### config.mk
export PLATFORM = sky130hd
export DESIGN_NAME = fpgs_div
export DESIGN_NICKNAME = d
export VERILOG_FILES = /design/src/design/fpgs_div.sv
export SDC_FILE = /design/constraint.sdc
export NUM_CORES = 1
export LEC_CHECK = 0
export ABC_AREA = 1
export BUFFER_PORTS_ARGS = -buffer_cell sky130_fd_sc_hd__buf_2
export CELL_PAD_IN_SITES_DETAIL_PLACEMENT = 2
export CELL_PAD_IN_SITES_GLOBAL_PLACEMENT = 2
export CORE_UTILIZATION = 43
export DETAILED_ROUTE_END_ITERATION = 10
export GPL_ROUTABILITY_DRIVEN = 0
export PLACE_DENSITY = 0.82
export SLEW_MARGIN = 20
export SYNTH_ARGS = -nofsm -noshare
export SYNTH_HDL_FRONTEND = slang
export SYNTH_SLANG_ARGS = --single-unit
### constraint.sdc
create_clock -name clk_i -period 2.46 [get_ports clk_i]
set_input_delay 0.492 -clock clk_i [delete_from_list [all_inputs] [get_ports clk_i]]
set_output_delay 0.492 -clock clk_i [all_outputs]
set_load 0.02 [all_outputs]
### src/design/fpgs_div.sv
`default_nettype none
module fpgs_div #(
  parameter int QW = 17,
  parameter int DW = 11,
  parameter int SW = 4
) (
  input  wire logic             clk_i,
  input  wire logic             rst_ni,
  input  wire logic             en_i,
  input  wire logic             valid_i,
  input  wire logic [QW+DW-1:0] dividend_i,
  input  wire logic [DW-1:0]    divisor_i,
  input  wire logic [SW-1:0]    side_i,
  output logic                  valid_o,
  output logic [QW-1:0]         quotient_o,
  output logic [SW-1:0]         side_o
);

  logic          vld_q  [QW];
  logic [DW-1:0] rem_q  [QW];
  logic [QW-1:0] low_q  [QW];
  logic [QW-1:0] quo_q  [QW];
  logic [DW-1:0] dvs_q  [QW];
  logic [SW-1:0] side_q [QW];

  for (genvar s = 0; s < QW; s++) begin : g_stage
    logic          vld_in;
    logic [DW-1:0] rem_in;
    logic [QW-1:0] low_in;
    logic [QW-1:0] quo_in;
    logic [DW-1:0] dvs_in;
    logic [SW-1:0] side_in;
    logic [DW:0]   trial;
    logic [DW:0]   diff;
    logic          ge;

    if (s == 0) begin : g_first
      assign vld_in  = valid_i;
      assign rem_in  = dividend_i[QW+DW-1:QW];
      assign low_in  = dividend_i[QW-1:0];
      assign quo_in  = '0;
      assign dvs_in  = divisor_i;
      assign side_in = side_i;
    end else begin : g_next
      assign vld_in  = vld_q[s-1];
      assign rem_in  = rem_q[s-1];
      assign low_in  = low_q[s-1];
      assign quo_in  = quo_q[s-1];
      assign dvs_in  = dvs_q[s-1];
      assign side_in = side_q[s-1];
    end

    assign trial = {rem_in, low_in[QW-1]};
    assign diff  = trial - {1'b0, dvs_in};
    assign ge    = trial >= {1'b0, dvs_in};

    always_ff @(posedge clk_i or negedge rst_ni) begin
      if (!rst_ni) begin
        vld_q[s] <= 1'b0;
      end else if (en_i) begin
        vld_q[s] <= vld_in;
      end
    end

    always_ff @(posedge clk_i) begin
      if (en_i) begin
        rem_q[s]  <= ge ? diff[DW-1:0] : trial[DW-1:0];
        low_q[s]  <= {low_in[QW-2:0], 1'b0};
        quo_q[s]  <= {quo_in[QW-2:0], ge};
        dvs_q[s]  <= dvs_in;
        side_q[s] <= side_in;
      end
    end
  end

  assign valid_o    = vld_q[QW-1];
  assign quotient_o = quo_q[QW-1];
  assign side_o     = side_q[QW-1];

endmodule
`default_nettype wire
==> summary.txt <==
STA
  – Slew Viols, Final: 0
  – Min Hold Slack: 0.0212 ns
  – Worst-Margin Slew: 0.542 ns
  – Final setup viols: 32
  – Fin crit share: 1.07
  – Clock skew: 0.0319 ns
  – RSZ-0062 raised after global routing: true
  – Max Clk Rate: 380 MHz
  – Fin worst setup slack: -0.171 ns
  – Min Tclk post-route: 2.63 ns
  – Max-slew headroom: 0.638
  – Final Hold Fails: 0
  – Setup TNS: -1.95 ns

Setup path
  – Slowest stage delay, CP: 0.47 ns
  – Worst EP required: 2.86 ns
  – Critical Path AT: 3.03 ns
  – CP endpoint kind: register
  – Most frequent cell on the critical path: nand2_1
  – CP max-delay cell: edfxtp_1
  – Crit-path cells: ha_1 -> nand2_1 -> nand2_1 -> inv_1 -> nand2_1 -> nand2_1 -> nand4_4 -> buf_4 -> nand3_2 -> nand2_1
  – Critical Path Start: rem_q[0][138]$_DFFE_PP_
  – Setup CP Type: reg -> reg
  – CP max FO: 9
  – CP Launch Type: register
  – Reg2reg start: rem_q[0][138]$_DFFE_PP_

Routing
  – Wirelength, routed: 131,000 um
  – Avg Vias per Cell: 5.63
  – Drt drc: 0
  – DR iter-0 viols: 1,840
  – Drt first pass iters: 5
  – Avg WL per Cell: 26.8 um
  – Post-route ant nets: 0
  – DR vias: 27,400

Clock network
  – Clk sinks: 726
  – Clock-pin slew on the worst setup and hold paths: 0.07 ns
  – Clk buf depth: 3
  – TritonCTS buffer count: 82
  – Worst-Skew Late Latency: 0.65 ns
  – CTS tree: yes
  – H-tree Lvls: 3
  – CTS Root Cell: clkbuf_16

Yosys
  – Synthesis Warnings: 0
  – Synth area leaders: edfxtp_1 (58%), nand2_1 (9.6%), ha_1 (6.4%)
  – Post-synth ARST share: 0.0234
  – Count leader, synth: nand2_1
  – EDFF count, synth: 709
  – Syn nets: 3,704
  – Mapped Cells: 3,454
  – FF+latch count, synth: 726
  – Top cells by instance count after synthesis: nand2_1 (942), edfxtp_1 (709), inv_1 (585)
  – Post-Syn Area: 36,800 um2
  – Ys flop type: edfxtp_1
  – Synth cell types: 36
  – Yosys top cell by area: edfxtp_1
  – Syn_area_per_cell: 10.6 um2
  – Register area share after synthesis: 0.591
  – Top cell type's share of synthesized area: 0.579

GRT
  – GRT overflow: 0
  – Vias in the first global route: 30,300
  – First-pass GRT wire length: 185,000 um
  – Global Route Usage Sum: 0.280
  – Largest net degree at the start of global routing: 88
  – Initial antenna violation count: 0

Floorplanning
  – Die Area: 86,700 um2
  – Row count: 106
  – Die W: 294 um
  – Starting Density: 0.437
  – Die Y: 294 um
  – Placeable Area: 84,100 um2
  – I/O pins: 69

Pwr
  – Peak VDD IR: 0.548 mV
  – Total Power: 52.4 mW
  – Lkg Pwr: 18.5 nW
  – Pwr per Cell Area: 1250 nW/um2

Placed design
  – Number of buffers added on ports: 68
  – DP HPWL: 82,800 um
  – Dpl ws: 0.00392 ns

Job
  – Max-Cap Viols: 0

Min path
  – Hold Startpoint: side_i[0]
  – Worst hold path type: in -> reg

Status
  – Status: complete, but fails checks
  – Failing checks: negative setup slack

Final layout
  – Final net count: 3,918
  – Synth-to-Final Area Change: 14.0%
  – Layout cells sized above 1: 0.150
==> per-layer routing <==
metal | up-vias | part of all wire | global-route usage | routed length [um]
met1 | 13900 | 0.37 | 0.311 | 48300
met5 | - | 0 | 0 | 0
met2 | 1006 | 0.53 | 0.524 | 69600
met4 | 0 | 0.057 | 0.138 | 7480
li1 | 12000 | - | - | -
met3 | 445 | 0.041 | 0.0348 | 5300
==> worst max-delay path, delay by kind of cell (launching register included) <==
kind / cells / cell delay (ns)
buffers and inverters: 2 / 0.37
adder cells (fa/ha/maj): 1 / 0.46
flip-flops: 1 / 0.47
AND/OR/NAND/NOR: 7 / 1.06
==> through the flow <==
step | cell area [um2] | instances | utilization
global placement | 38700 | 4664 | 0.460
detailed placement | 38700 | 4664 | 0.460
global route | 41900 | 4867 | 0.499
floorplan | 36800 | 3454 | -
finish | 41900 | 4868 | 0.499
CTS | 41500 | 4826 | 0.493
==> flip-flops by register name (all words and copies together), names as in the netlist <==
register	flops
quo_q	153
g_stage.vld_in	16
rem_q	176
valid_o	1
dvs_q	176
side_q	68
low_q	136
==> cell type report <==
class / count / area [um2]
clock buffer: 94 / 2180
fill: 8544 / 42200
clock inverter: 55 / 475
timing repair buffer: 159 / 1240
sequential: 726 / 21700
tap: 1134 / 1420
antenna: 1 / 2.50
multi-input combinational: 2086 / 12600
inverter: 613 / 2300
==> logic make-up after synthesis <==
kind of cell    count (synthesis)  share of synthesized area
compound gates                165                     0.0242
xor+xnor                       48                     0.0114
fa+ha+maj                     203                     0.0724
buf+inv                       648                     0.0711
flops                         726                      0.591
mux                             3                   0.000919
simple gates                 1661                      0.229
==> cell usage in the layout (no fill, tap or decap), types with 54 or more instances in the layout <==
| cell type | n |
|---|---|
| buf_4 | 73 |
| ha_1 | 181 |
| a21oi_1 | 59 |
| nand2_1 | 940 |
| inv_1 | 584 |
| o21ai_1 | 54 |
| buf_2 | 67 |
| nand3b_1 | 64 |
| nand4_1 | 145 |
| edfxtp_1 | 709 |
| nor2_1 | 139 |
| clkbuf_16 | 86 |
| nand3_2 | 108 |
| nand3_1 | 120 |
==> where the power goes <==
group | switching (mW) | internal, mW
registers | 1.73 | 16.6
logic | 14.7 | 6.66
clock network | 5.49 | 7.19
==> worst paths after layout <==
path	to	slack (ns)	depth (start not counted)
setup reg to reg	rem_q[0][153]$_DFFE_PP_	-0.17	10
hold / removal	side_q[0][0]$_DFFE_PP_	0.02	1
setup / recovery	rem_q[0][153]$_DFFE_PP_	-0.17	10
max in group asynchronous	g_stage[9].vld_in$_DFFE_PN0P_	1.83	2
min in group asynchronous	g_stage[16].vld_in$_DFFE_PN0P_	0.33	2
hold reg to reg	low_q[0][189]$_DFFE_PP_	0.39	0
==> timing repair <==
action / in CTS / in global routing
hold buffers: 2 / 0
endpoints found under the setup margin: 20 / 71
resized for setup: 6 / 20
buffers inserted: 10 / 36
hold endpoints to repair: 18 / 0
cloned: 1 / 5
pin swaps: 2 / 9
(Power assumes the default switching activity.)
